**config.mk**
```make
export PLATFORM = sky130hd
export DESIGN_NAME = hasynth_queue
export DESIGN_NICKNAME = d
export VERILOG_FILES = /design/src/sv/hasynth_pkg.sv /design/src/sv/hasynth_queue.sv
export SDC_FILE = /design/constraint.sdc
export NUM_CORES = 1
export LEC_CHECK = 0
export ABC_CLOCK_PERIOD_IN_PS = 4520
export CAP_MARGIN = 20
export CORE_MARGIN = 8
export CORE_UTILIZATION = 35
export CTS_CLUSTER_DIAMETER = 150
export DETAILED_ROUTE_END_ITERATION = 10
export DONT_BUFFER_PORTS = 1
export PLACE_DENSITY = 0.45
export SLEW_MARGIN = 20
export SYNTH_ARGS = -nofsm -noshare
export SYNTH_HDL_FRONTEND = slang
export SYNTH_SLANG_ARGS = --single-unit
```
**constraint.sdc**
```tcl
create_clock -name clk_i -period 4.52 [get_ports clk_i]
set_input_delay 0.904 -clock clk_i [delete_from_list [all_inputs] [get_ports clk_i]]
set_output_delay 0.904 -clock clk_i [all_outputs]
set_load 0.01 [all_outputs]
```
**src/sv/hasynth_pkg.sv**
```systemverilog
package hasynth_pkg;

  localparam int HARMONICS       = 12;
  localparam int PHASE_BITS      = 32;
  localparam int SINE_TABLE_BITS = 10;

  localparam int QUARTER_BITS    = SINE_TABLE_BITS - 2;
  localparam int QUARTER         = 1 << QUARTER_BITS;
  localparam int FULL_SCALE      = 32767;

  localparam int AMP_BITS        = 15;
  localparam int AMP_FIELD_BITS  = 16;
  localparam int AMP_PER_REG     = 4;
  localparam int SAMPLE_BITS     = 16;
  localparam int SUM_BITS        = SAMPLE_BITS + $clog2(HARMONICS + 1);
  localparam int COUNT_BITS      = 4;
  localparam int CFG_DATA_BITS   = 64;
  localparam int CFG_IDX_BITS    = 3;

  localparam int QUEUE_DEPTH     = 4;
  localparam int QUEUE_PTR_BITS  = $clog2(QUEUE_DEPTH);
  localparam int QUEUE_CNT_BITS  = $clog2(QUEUE_DEPTH + 1);

  typedef enum logic [CFG_IDX_BITS-1:0] {
    REG_PHASE_STEP     = 3'd0,
    REG_HARMONIC_COUNT = 3'd1,
    REG_WEIGHTS_LO     = 3'd2,
    REG_WEIGHTS_MID    = 3'd3,
    REG_WEIGHTS_HI     = 3'd4
  } cfg_reg_e;

  typedef logic [PHASE_BITS-1:0] phase_t;

  typedef struct packed {
    logic [COUNT_BITS-1:0]                 n;
    logic [HARMONICS-1:0][AMP_BITS-1:0]    amp;
  } synth_cfg_t;

  typedef struct packed {
    logic                          valid;
    phase_t                        phase;
    phase_t                        hphase;
    logic signed [SUM_BITS-1:0]    sum;
    logic signed [SAMPLE_BITS-1:0] part;
  } cell_t;

  typedef logic [AMP_BITS-1:0] sine_rom_t [0:QUARTER];

  // quarter wave, odd polynomial through x^9 with q30 coefficients
  function automatic logic [63:0] mul_q30(logic [63:0] a, logic [63:0] b);
    logic [63:0] p;
    p = a * b;
    return p >> 30;
  endfunction

  function automatic sine_rom_t build_sine_rom();
    sine_rom_t   rom;
    logic [63:0] u;
    logic [63:0] u2;
    logic [63:0] t;
    logic [63:0] s;
    logic [63:0] mag;
    for (int i = 0; i <= QUARTER; i++) begin
      u   = 64'(i) << (30 - QUARTER_BITS);
      u2  = mul_q30(u, u);
      t   = 64'd5026995 - mul_q30(u2, 64'd172272);
      t   = 64'd85569306 - mul_q30(u2, t);
      t   = 64'd693598668 - mul_q30(u2, t);
      t   = 64'd1686629713 - mul_q30(u2, t);
      s   = mul_q30(u, t);
      mag = (s * 64'(FULL_SCALE) + (64'd1 << 29)) >> 30;
      if (mag > 64'(FULL_SCALE)) begin
        mag = 64'(FULL_SCALE);
      end
      rom[i] = mag[AMP_BITS-1:0];
    end
    return rom;
  endfunction

  localparam sine_rom_t SINE_ROM = build_sine_rom();

endpackage

```
**src/sv/hasynth_queue.sv**
```systemverilog
module hasynth_queue (
  input  logic                clk_i,
  input  logic                rst_ni,
  input  logic                push_i,
  input  hasynth_pkg::phase_t push_phase_i,
  output logic                full_o,
  input  logic                pop_i,
  output logic                avail_o,
  output hasynth_pkg::phase_t head_o
);

  hasynth_pkg::phase_t                      mem_q [hasynth_pkg::QUEUE_DEPTH];
  logic [hasynth_pkg::QUEUE_PTR_BITS-1:0]   wr_ptr_q, rd_ptr_q;
  logic [hasynth_pkg::QUEUE_CNT_BITS-1:0]   count_q, count_d;

  assign full_o  = count_q == hasynth_pkg::QUEUE_CNT_BITS'(hasynth_pkg::QUEUE_DEPTH);
  assign avail_o = count_q != '0;
  assign head_o  = mem_q[rd_ptr_q];

  always_comb begin
    count_d = count_q;
    if (push_i && !pop_i) begin
      count_d = count_q + 1'b1;
    end else if (pop_i && !push_i) begin
      count_d = count_q - 1'b1;
    end
  end

  always_ff @(posedge clk_i) begin
    if (push_i) begin
      mem_q[wr_ptr_q] <= push_phase_i;
    end
  end

  always_ff @(posedge clk_i or negedge rst_ni) begin
    if (!rst_ni) begin
      wr_ptr_q <= '0;
      rd_ptr_q <= '0;
      count_q  <= '0;
    end else begin
      if (push_i) begin
        wr_ptr_q <= wr_ptr_q + 1'b1;
      end
      if (pop_i) begin
        rd_ptr_q <= rd_ptr_q + 1'b1;
      end
      count_q <= count_d;
    end
  end

  a_no_underflow: assert property (@(posedge clk_i) disable iff (!rst_ni)
    pop_i |-> count_q != '0)
    else $error("pop from empty queue");

  a_no_overflow: assert property (@(posedge clk_i) disable iff (!rst_ni)
    count_q <= hasynth_pkg::QUEUE_CNT_BITS'(hasynth_pkg::QUEUE_DEPTH)
    && !(push_i && full_o))
    else $error("queue overflow");

endmodule

```
* Word-level counts from Yosys, hierarchy flattened
Memories as Yosys holds them, arrays and structs flattened. Cells that the tools add are included.
Word-level totals: memories kept 1, bits in registers 7, logic and storage cells 19, output and inout bits 34, RAM bits 128
Memory list:
- mem_q | depth 4, bits a word 32, read ports 1, clocked after memory_dff 0, wr ports 1, line hasynth_queue.sv:12 | hasynth_pkg::phase_t mem_q [hasynth_pkg::QUEUE_DEPTH];
Cells by class: reductions and logical operators 6, mux-type cells 4, eq/ne operators 1, add/subtract/negate cells 4
Operators with widths (count):
- 3-bit 2-to-1 mux | 2
- 2-bit by 1-bit adder with 2-bit output, second input constant | 2
- 3-bit by 1-bit adder with 3-bit output, second input constant | 1
- 3-bit == test, second input constant | 1
- 3-bit nonzero test | 1
- 3-bit by 1-bit subtractor with 3-bit output, second input constant | 1
- 1-bit logical AND | 2
- 1-bit logical NOT | 2
- 1-bit 2-to-1 mux | 2
- 2-bit nonzero test | 1

* Logic depth before layout (Yosys ltp)
Gate-level depths: netlist (run 1).
word-level depth 4, gate-level depth with buffers 7, gate-level depth less buffers 7

* Least setup slack after synthesis (run 1)
No wires, ideal clock.
kind input-to-reg, from input port push_i, to memory mem_q[0][0] (netlist name), enable pin, arrival 1.699 ns, stages on the path 1, data required time 4.128 ns, setup slack 2.429 ns, library setup time 0.392 ns, path through and2_1
Between the ends: longest elaborated chain between the ends 2
Ends and longest elaborated chain:
- start: declaration | line hasynth_queue.sv:4 | input logic push_i,
- 1-bit 2-to-1 mux | line hasynth_queue.sv:30 | if (push_i) begin
- 1-bit 2-to-1 mux (not written as such) | line hasynth_queue.sv:31 | mem_q[wr_ptr_q] <= push_phase_i;
- end: declaration | line hasynth_queue.sv:12
No other way between the ends.

* Final worst setup path (run 1)
from register rd_ptr_q[0] (netlist name), to output port head_o[27]
Between the ends: longest elaborated chain between the ends 1
Ends and longest elaborated chain:
- start: declaration | line hasynth_queue.sv:13 | logic [hasynth_pkg::QUEUE_PTR_BITS-1:0] wr_ptr_q, rd_ptr_q;
- start signal: assignment | line hasynth_queue.sv:45 | rd_ptr_q <= rd_ptr_q + 1'b1;
- memory 4 x 32 bit
- end: declaration | line hasynth_queue.sv:9 | output hasynth_pkg::phase_t head_o
No other way between the ends.

==> results of run 1 <==
placed cells by master (no fill, tap or decap), types with 2 or more instances in the layout:
cell / Yosys / routed
edfxtp_1: 128 / 128
mux4_2: 28 / 28
clkbuf_16: 0 / 17
ha_1: 5 / 5
bufinv_16: 0 / 5
dfrtp_1: 7 / 5
inv_1: 4 / 4
and2_2: 0 / 4
mux4_1: 4 / 4
xor2_1: 4 / 4
clkinv_2: 0 / 4
clkinv_4: 0 / 3
xnor2_1: 2 / 2
nand2_1: 2 / 2
clkbuf_1: 1 / 2
flip-flops by register name, summed over array words and instances (netlist names):
signal and flops:
rd_ptr_q 2, count_q 3, mem_q 128, wr_ptr_q 2
layer usage:
layer	wire length [um]	part of all wire, %	global-route usage (%)
met1	3240	36	9.90
met2	4940	54	18.1
met3	747	8.2	5.17
met4	146	1.6	5.61
met5	0	0	0
report_power, final:
| part | switching, mW | internal [mW] |
|---|---|---|
| combinational | 0.378 | 0.351 |
| clock | 0.478 | 0.976 |
| sequential | 0.222 | 1.65 |
cells in the mapped netlist:
cell        n
buf_2       3
inv_1       4
nor2_1      1
mux4_1      4
mux2_2      1
xor2_1      4
xnor2_1     2
dfrtp_1     7
buf_6       1
fa_1        1
edfxtp_1  128
nand2_1     2
buf_12      3
o21ai_0     1
clkbuf_1    1
nor3b_1     1
and2_1      4
or3_1       1
ha_1        5
mux4_2     28
how the worst min path moves through the flow:
stage	cells after the start	slack, ns	to	startpoint
3_5_place_dp	1	0.48	count_q[2]	count_q[2]
5_1_grt	0	0.16	count_q[1]	rst_ni
3_3_place_gp	1	0.47	count_q[2]	count_q[2]
6_report	0	0.19	count_q[0]	rst_ni
4_1_cts	0	0.16	count_q[1]	rst_ni
2_1_floorplan	1	0.45	count_q[2]	count_q[2]
per-stage QoR:
step | std cells | total power, mW | utilization (%)
global route | 410 | 4.24 | 40.9
detailed placement | 378 | 2.67 | 36.4
global placement | 378 | 2.61 | 36.4
CTS | 410 | 4.13 | 40.9
finish | 410 | 4.06 | 40.9
floorplan | 202 | 2.50 | -
final cells by class:
class	count	area, um^2
Fill cell	1261	8470
Sequential cell	135	4020
Multi-Input combinational cell	55	942
Clock buffer	19	433
Tap cell	184	230
Clock inverter	13	204
Inverter	4	15.0
logic make-up after synthesis:
| group | synth area share, % |
|---|---|
| compound gates | 0.0988 |
| xor+xnor | 1.04 |
| fa+ha+maj | 1.63 |
| buf+inv | 2.08 |
| flops | 79.4 |
| mux | 14.8 |
| simple gates | 0.989 |
==> summary.md, run 1 <==
| Metric | Value |
|---|---|
| Register-to-register setup slack | `2.65 ns` |
| Yosys top cell by area | `edfxtp_1` |
| FMAX | `343 MHz` |
| Htree depth | `4` |
| Worst path bufs/invs | `0` |
| WHS | `0.185 ns` |
| Avg Cell Area, Syn | `25.1 um^2` |
| RR Startpoint | `wr_ptr_q[0]` |
| Yosys reg bits | `135` |
| Lkg Pwr | `1.90 nW` |
| Vias after detailed routing | `2003` |
| Placed cell area | `5210 um^2` |
| Setup tns final | `0 ns` |
| Setup crit end | `head_o[27]` |
| Final instance area | `5850 um^2` |
| CTS root buffer | `clkbuf_16` |
| Critical path's top delay family | `flip-flops` |
| DRT antenna net count | `0` |
| Post-Synthesis Cells | `202` |
| WP data required | `3.62 ns` |
| Synthesis-to-layout area growth | `15.6%` |
| P per Cell Area | `694 nW/um^2` |
| Cell variety after synth | `20` |
| Post-cts sizing count | `0` |
| Status | `complete, no violations` |
| Gpl congestion | `0.644` |
| Detail Placement HPWL | `5570 um` |
| Top cells by area, synth | `edfxtp_1, mux4_2, dfrtp_1` |
| Worst hold path type | `in2async` |
| CTS Buf Count | `17` |
| Drc violations | `0` |
| ANT cells | `0` |
| DR WL/cell | `22.1 um` |
| Die W | `136 um` |
| Layout cells sized above 1 | `28.8%` |
| Syn. warnings | `0` |
| Worst-Skew Late Latency | `0.41 ns` |
| Nets | `255` |
| Vias per cell | `4.89` |
| Final wirelength | `9070 um` |
| Data arrival, critical path | `2.01 ns` |
| Worst Setup End Kind | `primary output` |
| Post-place setup slack | `1.96 ns` |
| Drt first-iter violations | `124` |
| # rows | `44` |
| Cells on worst reg2reg path | `3` |
| CTS tree | `built` |
| Critical path's slowest cell | `dfrtp_4` |
| Post CTS Setup Buffer Count | `0` |
| Critical path startpoint | `rd_ptr_q[0]` |
| Final Max Tran Viols | `0` |
| GRT overflow | `0` |
| Core area | `14300 um^2` |
| Slew headroom | `37.8%` |
| Final worst-path cycle share | `64.5%` |
| Maximum vdd drop | `0.344 mV` |
| # IOs | `70` |
| Max stage delay on crit path | `0.87 ns` |
| Critical Path Start Type | `flip-flop` |
| Mapped Nets | `244` |
| Critical Path Stages | `1` |
| Largest net degree at the start of global routing | `35` |
| Clock Tree Buf Depth | `2` |
| Port Buffers | `0` |
| Max-cap violation count | `0` |
| Worst-margin pin slew | `0.933 ns` |
| Die Ht | `136 um` |
| Initial core utilization | `35.4%` |
| Clk sink count | `135` |
| Clk slew on worst S/H paths | `0.06 ns` |
| Worst r2r dst | `mem_q[2][2]` |
| Register area share after synthesis | `79.4%` |
| Syn Std Cell Area | `5060 um^2` |
| CP cell instances | `mux4_1` |
| First-pass GRT wire length | `13600 um` |
| RSZ-0062 raised after global routing | `no` |
| Critical path class | `reg2out` |
| Die area | `18600 um^2` |
| Crit path max fanout | `34` |
| Min Tclk post-route | `2.92 ns` |
| TritonRoute pass-1 iters | `4` |
| Number of global-route vias before repair | `2327` |
| Share of the synthesized area in the top cell type | `75.9%` |
| Clock skew | `0.0112 ns` |
| Final setup margin | `1.60 ns` |
| CTS Hold Bufs | `0` |
| GRT Overall Usage | `10.4%` |
| Initial antenna violation count | `0` |
| Setup-failing EPs final | `0` |
| Final hold vios | `0` |
Note: power is estimated with default switching activity, not from simulation.
==> inputs of run 2 (changes only) <==
--- a/config.mk
+++ b/config.mk
@@ -5,7 +5,8 @@
 export SDC_FILE = /design/constraint.sdc
 export NUM_CORES = 1
 export LEC_CHECK = 0
-export ABC_CLOCK_PERIOD_IN_PS = 4520
+export ABC_AREA = 1
+export ABC_CLOCK_PERIOD_IN_PS = 2950
 export CAP_MARGIN = 20
 export CORE_MARGIN = 8
 export CORE_UTILIZATION = 35
==> constraint.sdc (replaced) <==
create_clock -name clk_i -period 2.95 [get_ports clk_i]
set_input_delay 0.59 -clock clk_i [delete_from_list [all_inputs] [get_ports clk_i]]
set_output_delay 0.59 -clock clk_i [all_outputs]
set_load 0.01 [all_outputs]
==> summary.md, run 2 <==
| Metric | Value |
|---|---|
| Synthesis-to-layout area growth | `13.2% (was 15.6%)` |
| Drt first-iter violations | `205 (was 124)` |
| Hold Crit Start | `pop_i` |
| WP data required | `2.36 ns (was 3.62 ns)` |
| Clk slew on worst S/H paths | `0.05 ns (was 0.06 ns)` |
| RSZ-0062 raised after global routing | `no (unchanged)` |
| WHS | `0.256 ns (was 0.185 ns)` |
| Fillers | `1417 (was 1261)` |
| Critical path class | `reg2out (unchanged)` |
| Register area share after synthesis | `73.7% (was 79.4%)` |
| CTS tree | `built (unchanged)` |
| Detail Placement HPWL | `6640 um (was 5570 um)` |
| Clock skew | `0.00834 ns (was 0.0112 ns)` |
| Drc violations | `0 (unchanged)` |
| Hold worst-path end | `rd_ptr_q[0]` |
| Worst-Skew Late Latency | `0.42 ns (was 0.41 ns)` |
| Most frequent cells after synthesis | `edfxtp_1, nand2_1, inv_1, o211ai_1, buf_2 (was edfxtp_1, mux4_2, dfrtp_1, ha_1)` |
| GRT Overall Usage | `11.7% (was 10.4%)` |
| Min Tclk post-route | `2.37 ns` |
| GRT overflow | `0 (unchanged)` |
| Status | `complete, no violations (unchanged)` |
| Nets | `468 (was 255)` |
| TritonRoute pass-1 iters | `4 (unchanged)` |
| Share of the synthesized area in the top cell type | `70.4% (was 75.9%)` |
| Vias per cell | `4.68 (was 4.89)` |
| Post-cts sizing count | `0 (unchanged)` |
| # rows | `45 (was 44)` |
| # IOs | `70 (unchanged)` |
| Top cells by area, synth | `edfxtp_1, o211ai_1, nand2_1 (was edfxtp_1, mux4_2, dfrtp_1)` |
| Final worst-path cycle share | `80.5%` |
| Critical path's top delay family | `flip-flops (unchanged)` |
| Yosys reg bits | `135 (unchanged)` |
| Max-cap violation count | `0 (unchanged)` |
| Most frequent CP cell | `nand2_1` |
| Overall power | `6.33 mW (was 4.06 mW)` |
| Port Buffers | `0 (unchanged)` |
| Final setup margin | `0.575 ns (was 1.60 ns)` |
| Die W | `141 um (was 136 um)` |
| CTS Hold Bufs | `1 (was 0)` |
| Final core utilization | `40.6% (was 40.9%)` |
| Worst Setup End Kind | `primary output (unchanged)` |
| Post-Synthesis Cells | `422 (was 202)` |
| Vias after detailed routing | `2932 (was 2003)` |
| Critical path's slowest cell | `dfrtp_4 (unchanged)` |
| Layout cells sized above 1 | `7.97% (was 28.8%)` |
| Worst-margin pin slew | `0.842 ns (was 0.933 ns)` |
| Maximum vdd drop | `0.456 mV (was 0.344 mV)` |
| Placed cell count | `594 (was 378)` |
| Post CTS Setup Buffer Count | `0 (unchanged)` |
| Die Ht | `141 um (was 136 um)` |
| Commonest cells after routing, fill and taps aside | `edfxtp_1, nand2_1, inv_1 (was edfxtp_1, mux4_2, clkbuf_16)` |
| Die area | `19800 um^2 (was 18600 um^2)` |
| Main flop type after synthesis | `edfxtp_1 (unchanged)` |
| Register-to-register setup slack | `1.21 ns (was 2.65 ns)` |
| Core area | `15200 um^2 (was 14300 um^2)` |
| Number of global-route vias before repair | `2889 (was 2327)` |
| Avg Cell Area, Syn | `12.9 um^2 (was 25.1 um^2)` |
| Cell with the most instances after synthesis | `edfxtp_1 (unchanged)` |
| Data arrival, critical path | `1.78 ns (was 2.01 ns)` |
| Final hold vios | `0 (unchanged)` |
| Async SR Flop Fraction | `5.19% (unchanged)` |
| Final instance area | `6180 um^2 (was 5850 um^2)` |
| Clock Tree Buf Depth | `2 (unchanged)` |
| DR WL/cell | `17.9 um (was 22.1 um)` |
| Worst r2r dst | `mem_q[0][11] (was mem_q[2][2])` |
| Critical Path Start Type | `flip-flop (unchanged)` |
| CTS root buffer | `clkbuf_16 (unchanged)` |
| CTS Buf Count | `17 (unchanged)` |
| Yosys top cell by area | `edfxtp_1 (unchanged)` |
| P per Cell Area | `1020 nW/um^2 (was 694 nW/um^2)` |
| Non-filler instance count after layout | `627 (was 410)` |
| Largest regs | `mem_q: 128 flops, count_q: 3 flops (unchanged)` |
| Syn Std Cell Area | `5460 um^2 (was 5060 um^2)` |
| Initial core utilization | `35.9% (was 35.4%)` |
| FMAX | `421 MHz` |
| Hold Crit Depth | `1` |
| Post-place setup slack | `0.951 ns (was 1.96 ns)` |
| Worst hold path type | `in2reg (was in2async)` |
| Syn. warnings | `0 (unchanged)` |
| CP cell instances | `buf_12, nand2_1, o211ai_1, nand2_1 (was mux4_1)` |
| Placed cell area | `5640 um^2 (was 5210 um^2)` |
| Initial antenna violation count | `0 (unchanged)` |
| Cells on worst reg2reg path | `4 (was 3)` |
| Setup-failing EPs final | `0 (unchanged)` |
| Worst path bufs/invs | `1 (was 0)` |
| Clk sink count | `135 (unchanged)` |
| Most flop-heavy register | `mem_q (unchanged)` |
| First-pass GRT wire length | `16900 um (was 13600 um)` |
| Gpl congestion | `0.672 (was 0.644)` |
| Largest net degree at the start of global routing | `75 (was 35)` |
| Max reg flops | `128 (unchanged)` |
| Setup tns final | `0 ns (unchanged)` |
| RR Startpoint | `wr_ptr_q[0] (unchanged)` |
| Htree depth | `4 (unchanged)` |
| Commonest non-fill, non-tap cell in the layout | `edfxtp_1 (unchanged)` |
| Lkg Pwr | `2.39 nW (was 1.90 nW)` |
| DRT antenna net count | `0 (unchanged)` |
| Final wirelength | `11200 um (was 9070 um)` |
| Cell variety after synth | `19 (was 20)` |
| Final Max Tran Viols | `0 (unchanged)` |
| Crit path max fanout | `74 (was 34)` |
| Slew headroom | `43.8% (was 37.8%)` |
| Post-synth EDFFs | `128 (unchanged)` |
| Max stage delay on crit path | `0.64 ns (was 0.87 ns)` |
| ANT cells | `0 (unchanged)` |
| Mapped Nets | `464 (was 244)` |
[run 2: changes by cell type after synthesis, moves of 3 or more]
cell / previous run / this run
and2_1: 4 / 0
buf_12: 3 / 0
buf_2: 3 / 15
buf_4: 0 / 4
inv_1: 4 / 75
mux4_1: 4 / 0
mux4_2: 28 / 0
nand2_1: 2 / 110
o211ai_1: 0 / 64
[run 2: layout make-up]
class	count	area [um^2]	area share, %
sequential	135	4020	65.1
multi-input combinational	189	1040	16.8
clock buffer	27	483	7.82
inverter	76	285	4.62
tap	188	235	3.81
timing repair buffer	7	67.6	1.09
clock inverter	5	48.8	0.790
[run 2: cells by family (layout without fill, tap and decap cells)]
| logic type | Yosys count | count (layout) | share of synthesized area, % |
|---|---|---|---|
| XOR/XNOR | 4 | 4 | 0.642 |
| AND/OR/NAND/NOR | 114 | 114 | 7.93 |
| flip-flops | 135 | 135 | 73.7 |
| buffers and inverters | 98 | 115 | 7.36 |
| AO/OA/AOI/OAI | 65 | 65 | 8.90 |
| adder cells (fa/ha/maj) | 6 | 6 | 1.51 |
[run 2: how the worst max path moves through the flow]
stage           startpoint          end  slack (ns)  cells after the start
6_report       rd_ptr_q[0]   head_o[19]        0.58                      4
5_1_grt        rd_ptr_q[0]   head_o[19]        0.44                      4
4_1_cts        rd_ptr_q[0]   head_o[19]        0.50                      4
3_5_place_dp   rd_ptr_q[0]   head_o[19]        0.95                      4
3_3_place_gp   rd_ptr_q[0]   head_o[19]        0.96                      4
2_1_floorplan       push_i  mem_q[0][0]        1.05                      3
[run 2: metal layers]
metal  global-route usage (%)  wire length, um  up-vias
met5                        0                0        -
li1                         -                -     1462
met1                     12.9             4720     1401
met2                     19.0             5560       57
met4                     4.24              153        0
met3                     5.98              760       12
[run 2: worst register-to-register path: cells and delay by family (launching register included)]
family / cells / cell delay [ns]
fa+ha+maj: 1 / 0.15
buf+inv: 2 / 0.72
flops: 1 / 0.43
simple gates: 1 / 0.05
[run 2: report_power, final]
group / total, mW / switching (mW) / internal [mW]
combinational: 1.71 / 1.25 / 0.463
clock: 1.91 / 0.719 / 1.20
sequential: 2.70 / 0.176 / 2.53
