===== src/sv/hasynth_pkg.sv =====
package hasynth_pkg;

  localparam int HARMONICS       = 12;
  localparam int PHASE_BITS      = 32;
  localparam int SINE_TABLE_BITS = 10;

  localparam int QUARTER_BITS    = SINE_TABLE_BITS - 2;
  localparam int QUARTER         = 1 << QUARTER_BITS;
  localparam int FULL_SCALE      = 32767;

  localparam int AMP_BITS        = 15;
  localparam int AMP_FIELD_BITS  = 16;
  localparam int AMP_PER_REG     = 4;
  localparam int SAMPLE_BITS     = 16;
  localparam int SUM_BITS        = SAMPLE_BITS + $clog2(HARMONICS + 1);
  localparam int COUNT_BITS      = 4;
  localparam int CFG_DATA_BITS   = 64;
  localparam int CFG_IDX_BITS    = 3;

  localparam int QUEUE_DEPTH     = 4;
  localparam int QUEUE_PTR_BITS  = $clog2(QUEUE_DEPTH);
  localparam int QUEUE_CNT_BITS  = $clog2(QUEUE_DEPTH + 1);

  typedef enum logic [CFG_IDX_BITS-1:0] {
    REG_PHASE_STEP     = 3'd0,
    REG_HARMONIC_COUNT = 3'd1,
    REG_WEIGHTS_LO     = 3'd2,
    REG_WEIGHTS_MID    = 3'd3,
    REG_WEIGHTS_HI     = 3'd4
  } cfg_reg_e;

  typedef logic [PHASE_BITS-1:0] phase_t;

  typedef struct packed {
    logic [COUNT_BITS-1:0]                 n;
    logic [HARMONICS-1:0][AMP_BITS-1:0]    amp;
  } synth_cfg_t;

  typedef struct packed {
    logic                          valid;
    phase_t                        phase;
    phase_t                        hphase;
    logic signed [SUM_BITS-1:0]    sum;
    logic signed [SAMPLE_BITS-1:0] part;
  } cell_t;

  typedef logic [AMP_BITS-1:0] sine_rom_t [0:QUARTER];

  // quarter wave, odd polynomial through x^9 with q30 coefficients
  function automatic logic [63:0] mul_q30(logic [63:0] a, logic [63:0] b);
    logic [63:0] p;
    p = a * b;
    return p >> 30;
  endfunction

  function automatic sine_rom_t build_sine_rom();
    sine_rom_t   rom;
    logic [63:0] u;
    logic [63:0] u2;
    logic [63:0] t;
    logic [63:0] s;
    logic [63:0] mag;
    for (int i = 0; i <= QUARTER; i++) begin
      u   = 64'(i) << (30 - QUARTER_BITS);
      u2  = mul_q30(u, u);
      t   = 64'd5026995 - mul_q30(u2, 64'd172272);
      t   = 64'd85569306 - mul_q30(u2, t);
      t   = 64'd693598668 - mul_q30(u2, t);
      t   = 64'd1686629713 - mul_q30(u2, t);
      s   = mul_q30(u, t);
      mag = (s * 64'(FULL_SCALE) + (64'd1 << 29)) >> 30;
      if (mag > 64'(FULL_SCALE)) begin
        mag = 64'(FULL_SCALE);
      end
      rom[i] = mag[AMP_BITS-1:0];
    end
    return rom;
  endfunction

  localparam sine_rom_t SINE_ROM = build_sine_rom();

endpackage


===== src/sv/hasynth_front.sv =====
module hasynth_front (
  input  logic                                        clk_i,
  input  logic                                        rst_ni,
  input  logic                                        cfg_we_i,
  input  logic [hasynth_pkg::CFG_IDX_BITS-1:0]        cfg_idx_i,
  input  logic [hasynth_pkg::CFG_DATA_BITS-1:0]       cfg_wdata_i,
  input  logic                                        in_valid_i,
  output logic                                        in_stall_o,
  input  logic                                        restart_i,
  input  logic                                        q_full_i,
  output logic                                        push_o,
  output hasynth_pkg::phase_t                         push_phase_o,
  output hasynth_pkg::synth_cfg_t                     cfg_o
);

  hasynth_pkg::phase_t                                        phase_q, phase_d;
  hasynth_pkg::phase_t                                        step_q;
  logic [hasynth_pkg::COUNT_BITS-1:0]                         count_q;
  logic [hasynth_pkg::HARMONICS-1:0][hasynth_pkg::AMP_BITS-1:0] amp_q;
  hasynth_pkg::phase_t                                        phase_cur;

  assign in_stall_o   = q_full_i;
  assign push_o       = in_valid_i && !q_full_i;
  assign phase_cur    = restart_i ? '0 : phase_q;
  assign push_phase_o = phase_cur;
  assign phase_d      = push_o ? phase_cur + step_q : phase_q;

  always_comb begin
    cfg_o.amp = amp_q;
    if (count_q > hasynth_pkg::COUNT_BITS'(hasynth_pkg::HARMONICS)) begin
      cfg_o.n = hasynth_pkg::COUNT_BITS'(hasynth_pkg::HARMONICS);
    end else begin
      cfg_o.n = count_q;
    end
  end

  always_ff @(posedge clk_i or negedge rst_ni) begin
    if (!rst_ni) begin
      phase_q <= '0;
    end else begin
      phase_q <= phase_d;
    end
  end

  always_ff @(posedge clk_i or negedge rst_ni) begin
    if (!rst_ni) begin
      step_q  <= '0;
      count_q <= hasynth_pkg::COUNT_BITS'(1);
      amp_q   <= '0;
    end else if (cfg_we_i) begin
      case (cfg_idx_i)
        hasynth_pkg::REG_PHASE_STEP: begin
          step_q <= cfg_wdata_i[hasynth_pkg::PHASE_BITS-1:0];
        end
        hasynth_pkg::REG_HARMONIC_COUNT: begin
          count_q <= cfg_wdata_i[hasynth_pkg::COUNT_BITS-1:0];
        end
        hasynth_pkg::REG_WEIGHTS_LO, hasynth_pkg::REG_WEIGHTS_MID,
        hasynth_pkg::REG_WEIGHTS_HI: begin
          for (int h = 0; h < hasynth_pkg::HARMONICS; h++) begin
            if (cfg_idx_i == hasynth_pkg::CFG_IDX_BITS'(hasynth_pkg::REG_WEIGHTS_LO
                + h / hasynth_pkg::AMP_PER_REG)) begin
              amp_q[h] <= cfg_wdata_i[hasynth_pkg::AMP_FIELD_BITS *
                          (h % hasynth_pkg::AMP_PER_REG) +: hasynth_pkg::AMP_BITS];
            end
          end
        end
        default: ;
      endcase
    end
  end

  // a note start leaves the accumulator one step past zero
  a_restart_step: assert property (@(posedge clk_i) disable iff (!rst_ni)
    (push_o && restart_i && !(cfg_we_i && cfg_idx_i == hasynth_pkg::REG_PHASE_STEP))
    |=> phase_q == $past(step_q))
    else $error("phase after restart is not one step");

  a_phase_hold: assert property (@(posedge clk_i) disable iff (!rst_ni)
    !push_o |=> phase_q == $past(phase_q))
    else $error("phase moved without a transaction");

endmodule


===== config.mk =====
export PLATFORM = sky130hd
export DESIGN_NAME = hasynth_front
export DESIGN_NICKNAME = d
export VERILOG_FILES = /design/src/sv/hasynth_pkg.sv /design/src/sv/hasynth_front.sv
export SDC_FILE = /design/constraint.sdc
export NUM_CORES = 1
export LEC_CHECK = 0
export BUFFER_PORTS_ARGS = -buffer_cell sky130_fd_sc_hd__buf_2
export CORE_MARGIN = 1
export CORE_UTILIZATION = 53
export DETAILED_ROUTE_END_ITERATION = 12
export GPL_TIMING_DRIVEN = 0
export PLACE_DENSITY = 0.78
export SKIP_LAST_GASP = 1
export SLEW_MARGIN = 25
export SYNTH_ARGS = -nofsm -noshare
export SYNTH_HDL_FRONTEND = slang
export SYNTH_SLANG_ARGS = --single-unit

===== constraint.sdc =====
create_clock -name clk_i -period 3.7 [get_ports clk_i]
set_input_delay 0.37 -clock clk_i [delete_from_list [all_inputs] [get_ports clk_i]]
set_output_delay 0.37 -clock clk_i [all_outputs]
set_load 0.05 [all_outputs]

**Word-level counts from Yosys, hierarchy flattened**

Index checks and enable logic that the tools add are counted.

- Flip-flop bits (word level): 248
- Input bits: 73
- Output and inout port bits: 218
- Word-level logic and storage cells: 32

- Add/sub/neg operators: 1
- $lt $le $gt $ge: 1
- Equal/unequal tests: 4
- Multiplexer cells: 2
- Reductions and logical operators: 9

Operators with widths:

| operator | count |
|---|---|
| $add A32 B32 Y32 | 1 |
| $mux W32 | 1 |
| $reduce_and A3 Y1 | 3 |
| $eq A3 B2 Y1 const B | 2 |
| $gt A4 B4 Y1 const B | 1 |
| $mux W4 | 1 |
| $reduce_and A2 Y1 | 2 |
| $eq A3 B1 Y1 const B | 1 |
| $eq A3 B3 Y1 const B | 1 |
| $logic_not A3 Y1 | 1 |
| $reduce_or A3 Y1 | 1 |
| $logic_and A1 B1 Y1 | 1 |
| $logic_not A1 Y1 | 1 |

**Logic depth before layout (Yosys ltp)**

Gate-level depths: netlist of the first run.

- Depth after elaboration: 3
- Gate-level depth with buffers: 12
- Mapped depth without buffers: 11

**Least setup slack after synthesis of the first run**

No wires, ideal clock.

- Path type: in2reg
- From: input restart_i
- To: register phase_q[30]
- Arrival time: 3,452 ps
- Slack: 144 ps
- Stages: 12
- Buffers on the path: 2
- Path through: clkbuf_1 nor2b_1 ha_1 buf_6 a211o_1 a31o_1 a21oi_2 a21oi_2 a41oi_4 o22ai_2 or4_1 o311ai_1

- Word-level cells in the longest chain between the ends: 2

Ends and longest elaborated chain:

| element | line | RTL |
|---|---|---|
| start, declared | hasynth_front.sv:9 | `input logic restart_i,` |
| $mux W32 | hasynth_front.sv:24 | `assign phase_cur = restart_i ? '0 : phase_q;` |
| net push_phase_o[4] | hasynth_front.sv:12 | `output hasynth_pkg::phase_t push_phase_o,` |
| $add A32 B32 Y32 | hasynth_front.sv:26 | `assign phase_d = push_o ? phase_cur + step_q : phase_q;` |
| end signal, assigned | hasynth_front.sv:41 | `phase_q <= phase_d;` |
| end, declared | hasynth_front.sv:16 | `hasynth_pkg::phase_t phase_q, phase_d;` |

The timed path passes the listed nets, and every way through them passes these cells.
A chain may end at the register's enable or synchronous reset.

**Worst setup path after layout of the first run**

- From: input restart_i
- To: register phase_q[30]

- Word-level cells in the longest chain between the ends: 2

Ends and longest elaborated chain:

| element | line |
|---|---|
| $mux W32 | hasynth_front.sv:24 |
| $add A32 B32 Y32 | hasynth_front.sv:26 |

No other way between the ends.

==> results.md, run 1 <==
- Top cell type by total area after synthesis: dfrtp_1
- Synth area leaders: dfrtp_1 56%, mux2_2 22%, ha_1 3.5%
- Cell row count: 52
- Drt pass-1 iters: 5
- Die X-Extent: 146 um
- N_diodes: 0
- Routed wire length: 26,100 um
- Distinct cells, synth: between 50 and 60
- Synthesis Warnings: 0
- Total power per unit cell area: between 700 and 800 nW/um2
- Syn Nets: 929
- Min-delay worst type: input pin to flop
- WP data required: roughly 4.1 ns
- IO Pins: 291
- Sequential cell area: just over 6000 um2
- Most numerous cell in the Yosys netlist: dfrtp_1
- Cells after Synth: about 820
- VDD IR max: roughly 0.51 mV
- Area of the multi-input gates: roughly 4600 um2
- CP endpoint kind: flop
- FFs w/ async S/R, synth: between 90% and 100%
- Iteration-0 DRC Markers: roughly 260
- Number of synthesized flops with an enable pin: 0
- Post-Layout Cell Count: roughly 1,400
- Pin count of the biggest net entering global routing: 94
- F_max: between 300 and 400 MHz
- Fraction of post-synthesis cell area in the top cell type by area: a little under three fifths
- Die area: 21,200 um2
- Placed inst area: ~13,000 um2
- Vias per cell: around 5.4
- Clk buf depth: 3
- Dpl cells: between 1,000 and 1,500
- Core area: 20,200 um2
- Crit path max fanout: 10
- Post-route cell area: approximately 14,000 um2
- Vias in the first global route: about 7,900
- H-tree Lvls: 1
- Share of cells above drive strength 1: 48.1%
- Slew of the pin with the lowest slew margin: 0.828 ns
- Status: complete, no violations
- Max-Cap Viols: 0
- Reg clk slew, reported paths: ~0.06 ns
- Slew HR: 44.0%
- Final worst path period need: around 3.2 ns
- Clk Latency, worst-skew pair: ~0.52 ns
- Post-route ant nets: 0
- Number of setup violations in the final report: 0
- FILL cells: 1,517
- Post-CTS resize count: 0
- # clock sinks: 248
- Final hold violations: 0
- Vias: 7,709
- Pins over their slew limit: 0
- GR Overflow Total: 0
- Layout area overhead: 24.5%
- Placer Congestion: 0.883
- Antenna violations before repair: 1
- Pre-CTS WS: -0.0560 ns
- Root buf cell: clkbuf_16
- Seq/Total Area, Yosys: approximately 57%
- Final worst slack: roughly 0.48 ns
- Drt drc: 0
- Clock Skew: roughly 0.011 ns
- Post-synth top cells: 247 x dfrtp_1, 217 x mux2_2, 55 x nand2_1, 35 x nor2b_1, 35 x o21ai_0
- Fin util: roughly two thirds
- Worst Path Arrival: roughly 3.6 ns
- DIE HEIGHT: ~150 um
- First-pass GRT wire length: 42,100 um
- GRT Util Overall: between 20% and 30%
- CTS buffer count: 26
- CP Launch Type: input pin
- Wire per inst: around 18 um
- Dpl hpwl: 18,900 um
- Fin crit share: 86.9%
- Synth Cell Area: about 11,000 um2
- Critical path class: input pin to flop
- Syn avg cell area: 13.3 um2
- Initial Util: a little over half
- TritonCTS clock tree: built
- RSZ-0062 raised after global routing: no
- Main synth FF type: dfrtp_1
- Final net count: 1,248
- Lkg Pwr: 6.55 nW
- Synth Register Bits: 248
- Port buffer count: ~290
- Hold WS: between 0.08 and 0.09 ns
-- cell usage in the layout (no fill, tap or decap), types with 3 or more instances in the layout --
master and n:
a21oi_1 33, clkbuf_8 6, ha_1 31, nand2b_1 6, nand4_1 4, xnor2_1 12
o21a_1 3, o211ai_1 3, clkbuf_1 35, buf_1 6, inv_1 8, o31ai_1 5
buf_2 287, o21bai_1 5, nor2b_1 35, a21o_1 12, mux2_2 217, nor2_1 8
nor4bb_1 3, clkbuf_16 27, nand2_1 55, dfrtp_1 247, o21ai_0 35, or3_1 4
nand3_1 4, xor2_1 9
-- through the flow --
step | setup TNS [ns] | power, mW
after floorplan | 0 | 7.15
after global placement | -534.08 | 8.13
after detailed placement | -0.0560 | 8.24
after CTS | 0 | 10.8
after global routing | 0 | 11.2
final | 0 | 10.7
-- state kept, by name, indices dropped and copies added, names as in the netlist --
signal,flops
step_q,32
phase_q,32
count_q,4
cfg_o,180
-- critical path, cell delays in order --
cell	delay, ns
buf_2	0.13
clkbuf_1	0.49
nor2b_1	0.15
ha_1	0.26
fa_1	0.41
a21o_1	0.23
a31o_1	0.26
a21oi_2	0.15
a21oi_2	0.11
a41oi_4	0.34
o22ai_2	0.16
or4_1	0.48
o311ai_1	0.08
-- timing repair --
item,in CTS,in global routing
hold endpoints to repair,68,0
buffers inserted,0,0
hold buffers,1,0
-- report_power, final --
part,switching [mW],internal (mW)
logic,3.14,1.33
registers,0.342,3.40
clock network,1.01,1.50
total,4.49,6.22
-- cells by family after synthesis --
kind of cell / after synthesis / share of synthesized area, %
flops: 248 / 56.7
mux: 218 / 22.4
simple gates: 137 / 6.61
compound gates: 121 / 7.20
buf+inv: 47 / 1.71
fa+ha+maj: 32 / 3.72
xor+xnor: 21 / 1.68
-- path summary, 6_finish.rpt --
kind                                             start                 endpoint  slack [ns]  cells past startpoint
worst min register to register  phase_q[0]$_DFFE_PN0P_   phase_q[0]$_DFFE_PN0P_        0.47                      2
worst max-delay path                         restart_i  phase_q[30]$_DFFE_PN0P_        0.48                     13
worst min-delay path                   cfg_wdata_i[31]   step_q[31]$_DFFE_PN0P_        0.09                      2
max in group asynchronous                       rst_ni   cfg_o[179]$_DFFE_PN0P_        2.06                      4
min in group asynchronous                       rst_ni    cfg_o[26]$_DFFE_PN0P_        0.41                      2
worst max register to register  phase_q[0]$_DFFE_PN0P_  phase_q[30]$_DFFE_PN0P_        0.60                     11
-- metal layers --
layer	part of all wire (%)	wire, um	global-route usage [%]
met5	0	0	0
met4	1.9	508	5.58
met3	7.3	1900	6.61
met2	50	12900	42.5
met1	41	10700	31.7
-- cell type report --
cell class / instances / area share (%)
inverter: 8 / 0.220
multi-input combinational: 529 / 33.5
clock buffer: 37 / 5.67
buffer: 39 / 1.16
clock inverter: 3 / 0.312
timing repair buffer: 291 / 11.1
sequential: 248 / 45.5
tap: 270 / 2.48
Power figures use the tool's default switching activity.
==> run 2: changes to the inputs <==
--- a/config.mk
+++ b/config.mk
@@ -6,6 +6,7 @@
 export NUM_CORES = 1
 export LEC_CHECK = 0
 export BUFFER_PORTS_ARGS = -buffer_cell sky130_fd_sc_hd__buf_2
+export CORE_ASPECT_RATIO = 0.7
 export CORE_MARGIN = 1
 export CORE_UTILIZATION = 53
 export DETAILED_ROUTE_END_ITERATION = 12
==> constraint.sdc (replaced) <==
create_clock -name clk_i -period 3.6 [get_ports clk_i]
set_input_delay 0.36 -clock clk_i [delete_from_list [all_inputs] [get_ports clk_i]]
set_output_delay 0.36 -clock clk_i [all_outputs]
set_load 0.05 [all_outputs]
==> run 2 against run 1 <==
Die area hardly changed. Sequential cell count stayed put. Non-clock buffer count stayed put. Wire length is 8.2% higher. Utilization is 0.85 points higher. Worst setup slack worse by 0.13 ns. Clock skew is 0.014 ns higher. Total power is 4.0% higher. Sequential power is 3% higher. Cell count is 0.35% higher. Sequential share of layout area is 0.075 points lower.
==> results.md, run 2 (synthesis results as in run 1) <==
- Status: complete, no violations
- Layout area overhead: 24.7%
- Reg clk slew, reported paths: 0.06 ns (about the same)
- Dpl hpwl: 20,800 um (+10%)
- Commonest cells after routing, fill and taps aside: 287 x buf_2, 247 x dfrtp_1, 217 x mux2_2, 55 x nand2_1
- Die area: 21,300 um2 (about the same)
- Cell row count: 43 (-17%)
- Die X-Extent: 174 um (+19%)
- First-pass GRT wire length: 43,800 um (+4.0%)
- Routed wire length: 28,200 um (+8.2%)
- F_max: around 300 MHz
- Clk buf depth: 3 (unchanged)
- Final hold violations: 0 (unchanged)
- Clock Skew: 0.0251 ns (+0.0139 ns)
- IO Pins: 291 (unchanged)
- WP data required: 4.02 ns (-0.10 ns)
- DIE HEIGHT: 122 um (-16%)
- Post-CTS resize count: 0 (unchanged)
- Lkg Pwr: 6.55 nW (about the same)
- Final worst path period need: between 3 and 4 ns
- Area of the multi-input gates: 4570 um2 (unchanged)
- Post-Layout Cell Count: 1,430 (+0.35%)
- Antenna violations before repair: 2 (+1)
- H-tree Lvls: 1 (unchanged)
- CP Buf/Inv Count: 2 (unchanged)
- Vias in the first global route: 7,788 (-1.7%)
- RSZ-0062 raised after global routing: no
- Fin crit share: 90.1%
- Pins over their slew limit: 0 (unchanged)
- Critical path class: input pin to flop
- GRT Util Overall: 26.6% (+1.7 points)
- # clock sinks: 248 (unchanged)
- Total power per unit cell area: 816 nW/um2 (+3.8%)
- Post-route ant nets: 0 (unchanged)
- CP endpoint kind: flop
- Drt pass-1 iters: 5 (unchanged)
- Core area: 20,000 um2 (-1.1%)
- Max-Cap Viols: 0 (unchanged)
- GR Overflow Total: 0 (unchanged)
- Min-delay worst type: input pin to flop
- Wire per inst: 19.7 um (+7.8%)
- Dpl cells: 1,384 (unchanged)
- Port buffer count: 288 (unchanged)
- Root buf cell: clkbuf_16
- Sequential cell area: 6210 um2 (unchanged)
- VDD IR max: 0.538 mV (+4.8%)
- Slew HR: 43.6% (-0.46 points)
- Clk Latency, worst-skew pair: 0.53 ns (about the same)
- Drt drc: 0 (unchanged)
- FILL cells: 1,515 (-0.13%)
- Share of cells above drive strength 1: 48.2% (+0.13 points)
- Initial Util: 54.7% (+0.60 points)
- Cell mode on critical path: a21oi_2
- Vias: 7,773 (+0.83%)
- CP Cell Sequence: buf_2 -> clkbuf_1 -> nor2b_1 -> ha_1 -> fa_1 -> a21o_1 -> a31o_1 -> a21oi_2 -> a21oi_2 -> a41oi_4 -> o22ai_2 -> or4_1 -> o311ai_1
- Pin count of the biggest net entering global routing: 94 (unchanged)
- CP Launch Type: input pin
- TritonCTS clock tree: built
- CP delay by family, top: compound AO/OA/AOI/OAI gates
- Fin util: 68.2% (+0.85 points)
- Final net count: 1,246 (-0.16%)
- CTS buffer count: 24 (-7.7%)
- Overall power: 11.1 mW (+4.0%)
- Iteration-0 DRC Markers: 507 (+93%)
- Number of setup violations in the final report: 0 (unchanged)
- Leading cell type in the layout, fill and taps excluded: buf_2
- Worst Path Arrival: 3.67 ns (+0.04 ns)
- Worst path slowest cell: clkbuf_1
- Vias per cell: 5.44 (+0.48%)
- Slew of the pin with the lowest slew margin: 0.835 ns (+0.00682 ns)
- Crit path max fanout: 10 (unchanged)
- CP max stage delay: 0.56 ns (+0.07 ns)
- Max reg flops: 180 (unchanged)
- Placer Congestion: 0.950 (+7.5%)
-- run 2: layer usage --
| metal | vias up | share of wire (%) | track usage [%] | wire length (um) |
|---|---|---|---|---|
| met5 | - | 0 | 0 | 0 |
| met4 | 0 | 2.1 | 6.96 | 582 |
| met2 | 271 | 45 | 41.2 | 12700 |
| met3 | 43 | 7.3 | 7.16 | 2060 |
| met1 | 3871 | 45 | 37.3 | 12800 |
| li1 | 3588 | - | - | - |
-- run 2: report_power, final --
| group | switching, mW | internal, mW | total (mW) |
|---|---|---|---|
| Clock | 1.08 | 1.54 | 2.62 |
| Combinational | 3.29 | 1.36 | 4.65 |
| Sequential | 0.375 | 3.49 | 3.86 |
-- run 2: final timing paths --
path / start / cells after the start / slack [ns] / to
max: restart_i / 13 / 0.35 / phase_q[30]$_DFFE_PN0P_
min: cfg_wdata_i[31] / 2 / 0.07 / step_q[31]$_DFFE_PN0P_
max reg2reg: phase_q[0]$_DFFE_PN0P_ / 11 / 0.50 / phase_q[30]$_DFFE_PN0P_
min reg2reg: phase_q[14]$_DFFE_PN0P_ / 2 / 0.48 / phase_q[14]$_DFFE_PN0P_
max in group asynchronous: rst_ni / 3 / 2.38 / count_q[0]$_DFFE_PN1P_
min in group asynchronous: rst_ni / 2 / 0.39 / step_q[4]$_DFFE_PN0P_
-- run 2: cell type report --
class,instances,area share (%)
plain buffers,39,1.15
well taps,270,2.47
diodes,2,0.0366
inverters,8,0.220
clock buffers,32,4.91
multi-input cells,529,33.5
flip-flops and latches,248,45.5
repair buffers,291,11.1
clock inverters,11,1.19
-- run 2: timing repair --
action | 4_1_cts | 5_1_grt
hold buffers | 1 | 0
hold endpoints to repair | 65 | 0
buffers inserted | 0 | 0
-- run 2: stage by stage --
| step | setup TNS [ns] | worst slack (ns) | area [um2] | hold WS (ns) |
|---|---|---|---|---|
| after floorplan | 0 | 0.0543 | 11000 | 0.0644 |
| after global placement | -551.42 | -2.25 | 12700 | 0.454 |
| after detailed placement | -0.202 | -0.121 | 12800 | 0.345 |
| after CTS | 0 | 0.396 | 13700 | 0.0498 |
| after global routing | 0 | 0.214 | 13700 | 0.0613 |
| final | 0 | 0.355 | 13700 | 0.0693 |
==> run 3: changes to the inputs <==
--- a/config.mk
+++ b/config.mk
@@ -11,7 +11,8 @@
 export CORE_UTILIZATION = 53
 export DETAILED_ROUTE_END_ITERATION = 12
 export GPL_TIMING_DRIVEN = 0
-export PLACE_DENSITY = 0.78
+export HOLD_SLACK_MARGIN = 0.06
+export PLACE_DENSITY = 0.86
 export SKIP_LAST_GASP = 1
 export SLEW_MARGIN = 25
 export SYNTH_ARGS = -nofsm -noshare
==> constraint.sdc (replaced) <==
create_clock -name clk_i -period 3.18 [get_ports clk_i]
set_input_delay 0.318 -clock clk_i [delete_from_list [all_inputs] [get_ports clk_i]]
set_output_delay 0.318 -clock clk_i [all_outputs]
set_load 0.05 [all_outputs]
==> run 3 against run 2 <==
Register-to-register slack got worse by 0.40 ns. First-iteration DRC count decreased by 15%. Sequential power increased by 13%. Critical endpoint unchanged. Critical path depth decreased by 2. Final area increased by 2.0%. Hold slack improved by 0.0054 ns. Die area unchanged. Utilization increased by 1.4 points. Highest routed layer unchanged. Via count increased by 3.8%. Global-route usage increased by 0.056 points. Cell count increased by 1.6%.
==> results.md, run 3 (synthesis results as in run 1) <==
- Final net count: 1,270 (+1.9%)
- Die X-Extent: 174 um (unchanged)
- Pins over their slew limit: 0 (unchanged)
- Routed wire length: 28,100 um (-0.32%)
- Critical path class: flop to flop
- Worst path slowest cell: or4_1
- Min-delay worst type: input pin to flop
- Share of power burned in registers: 34.6% (about the same)
- CP max stage delay: 0.48 ns (-0.08 ns)
- Share of cells above drive strength 1: 49.5% (+1.3 points)
- CTS buffer count: 24 (unchanged)
- Setup_tns: 0 ns (unchanged)
- Met2 GRT Util: 42.3% (+1.1 points)
- R2R Path Start: phase_q[0]$_DFFE_PN0P_
- Drt drc: 0 (unchanged)
- Iteration-0 DRC Markers: 429 (-15%)
- CP endpoint kind: flop
- Antenna violations before repair: 0 (-2)
- Combinational share of power: 42.4% (+0.6 points)
- N_diodes: 0 (-2)
- Initial Util: 54.7% (unchanged)
- Drt pass-1 iters: 5 (unchanged)
- Core area: 20,000 um2 (unchanged)
- Total power per unit cell area: 906 nW/um2 (+11%)
- GR peak layer: met2
- NetSw: 5.36 mW (+13%)
- Final worst path period need: between 3 and 4 ns
- Fin crit share: a little over nine tenths
- Vias per cell: 5.55 (+2.1%)
- DIE HEIGHT: 122 um (unchanged)
- Crit path from: phase_q[0]$_DFFE_PN0P_
- H-tree Lvls: 1 (unchanged)
- Placer Congestion: 0.894 (-5.8%)
- FF-to-FF End: phase_q[30]$_DFFE_PN0P_
- GRT Util Overall: 26.6% (+0.056 points)
- Layout area overhead: 27.2%
- Final hold violations: 0 (unchanged)
- RSZ-0062 raised after global routing: no
- FILL cells: 1,425 (-5.9%)
- Vias in the first global route: 8,294 (+6.5%)
- Clk buf depth: 3 (unchanged)
- Wire per inst: 19.3 um (-1.9%)
- CP Launch Type: flop
- Cell mode on critical path: a21oi_2
- Root buf cell: clkbuf_16
- Pint: 7.26 mW (+14%)
- Crit path max fanout: 5 (-5)
- Lkg Pwr: 6.69 nW (+2.1%)
- Slew of the pin with the lowest slew margin: 0.891 ns (+0.0558 ns)
- Cell row count: 43 (unchanged)
- Overall power: 12.6 mW (+13%)
- Pin count of the biggest net entering global routing: 89 (-5.3%)
- Grt met1 use: 36.8% (-0.56 points)
- GR Overflow Total: 0 (unchanged)
- Max-Cap Viols: 0 (unchanged)
- Slew HR: 39.8% (-3.8 points)
- Clk Latency, worst-skew pair: 0.52 ns (about the same)
- Leading cell type in the layout, fill and taps excluded: buf_2
- # clock sinks: 248 (unchanged)
- CP Cell Sequence: nor2b_2 -> ha_1 -> fa_2 -> a21o_1 -> a31o_1 -> a21oi_2 -> a21oi_2 -> a41oi_4 -> o22ai_2 -> or4_1 -> o311ai_1
- Met3 usage: 6.23% (-0.93 points)
- Register-to-Register Path Depth: 11 (unchanged)
- IO Pins: 291 (unchanged)
- TritonCTS clock tree: built
- Dpl hpwl: 20,200 um (-3.1%)
- Worst Path Arrival: 3.50 ns (-0.17 ns)
- Port buffer count: 288 (unchanged)
- Commonest cells after routing, fill and taps aside: 288 x buf_2, 247 x dfrtp_1, 217 x mux2_2, 55 x nand2_1, 35 x o21ai_0
- Post-route ant nets: 0 (unchanged)
- Reg clk slew, reported paths: 0.07 ns (about the same)
- Clock Skew: 0.00762 ns (-0.0175 ns)
- WP data required: 3.60 ns (-0.42 ns)
- Number of setup violations in the final report: 0 (unchanged)
- Fin util: 69.6% (+1.4 points)
- Max reg flops: 180 (unchanged)
- First-pass GRT wire length: 44,800 um (+2.2%)
- R2r setup slk: 0.1 ns (-0.40 ns)
- F_max: roughly 320 MHz
- Endpoint of the worst setup timing path: phase_q[30]$_DFFE_PN0P_
- Sw Ratio: 42.5% (-0.17 points)
- Vias: 8,066 (+3.8%)
- Status: complete, no violations
- Die area: 21,300 um2 (unchanged)
- VDD IR max: 0.573 mV (+6.6%)
- Power share of the clock group: 23.0% (-0.5 points)
run 3: cell types whose count changed in the layout (fill, tap and decap cells not counted), sizes merged:
cell,previous run,this run
clkinvlp,3,0
bufinv,3,2
clkbuf,63,65
buf,298,300
clkinv,5,8
dlygate4sd3,1,23
diode,2,0
run 3: power by group through the flow:
stage / sequential, mW / clock, mW / combinational [mW]
2_1_floorplan: 6.14 / 0 / 2.21
4_1_cts: 4.37 / 2.95 / 5.32
6_report: 4.37 / 2.90 / 5.35
3_5_place_dp: 4.41 / 0 / 5.27
3_3_place_gp: 4.35 / 0 / 5.15
5_1_grt: 4.47 / 3.08 / 5.63
run 3: worst min path at each step:
stage / start / end / slack (ns) / cells after the start
floorplan: rst_ni / cfg_o[0]$_DFFE_PN0P_ / 0.02 / 0
global placement: phase_q[1]$_DFFE_PN0P_ / phase_q[1]$_DFFE_PN0P_ / 0.45 / 2
detailed placement: rst_ni / cfg_o[27]$_DFFE_PN0P_ / 0.38 / 1
CTS: cfg_wdata_i[37] / cfg_o[155]$_DFFE_PN0P_ / 0.06 / 2
global route: cfg_wdata_i[42] / cfg_o[160]$_DFFE_PN0P_ / 0.07 / 2
finish: cfg_wdata_i[42] / cfg_o[100]$_DFFE_PN0P_ / 0.07 / 2
run 3: worst max-delay path, delay by kind of cell, from the launching register on:
family | cells | cell delay, ns
adders and majority gates | 2 | 0.62
AOI/OAI and AO/OA | 7 | 1.35
and+or+nand+nor | 2 | 0.64
DFF | 1 | 0.38
run 3: cell type report:
type	count	area [um2]	area share [%]
Buffer	39	161	1.16
Clock buffer	34	709	5.09
Clock inverter	10	100	0.718
Inverter	8	30.0	0.216
Multi-Input combinational cell	529	4640	33.3
Sequential cell	248	6210	44.5
Tap cell	270	338	2.42
Timing Repair Buffer	315	1750	12.6
run 3: routing by layer:
layer | vias up | routed length [um]
li1 | 3632 | -
met1 | 4032 | 12300
met2 | 340 | 12900
met3 | 62 | 2090
met4 | 0 | 801
met5 | - | 0
run 3: repair_timing:
item | in CTS | in global routing
setup endpoints to repair | 1 | 3
resized for setup | 1 | 5
hold buffers | 23 | 0
pin swaps | 0 | 1
setup buffers | 0 | 1
endpoints found under the hold margin | 129 | 0
run 3: stage by stage:
step | cell area (um2) | instances | hold WS [ns] | setup WS (ns)
final | 13900 | 1453 | 0.0747 | 0.0950
after global routing | 13900 | 1453 | 0.0727 | 0.0000862
after CTS | 13900 | 1452 | 0.0617 | 0.0751
after detailed placement | 12900 | 1385 | 0.382 | -0.581
after global placement | 12800 | 1382 | 0.453 | -2.52
after floorplan | 11000 | 824 | 0.0224 | -0.0490
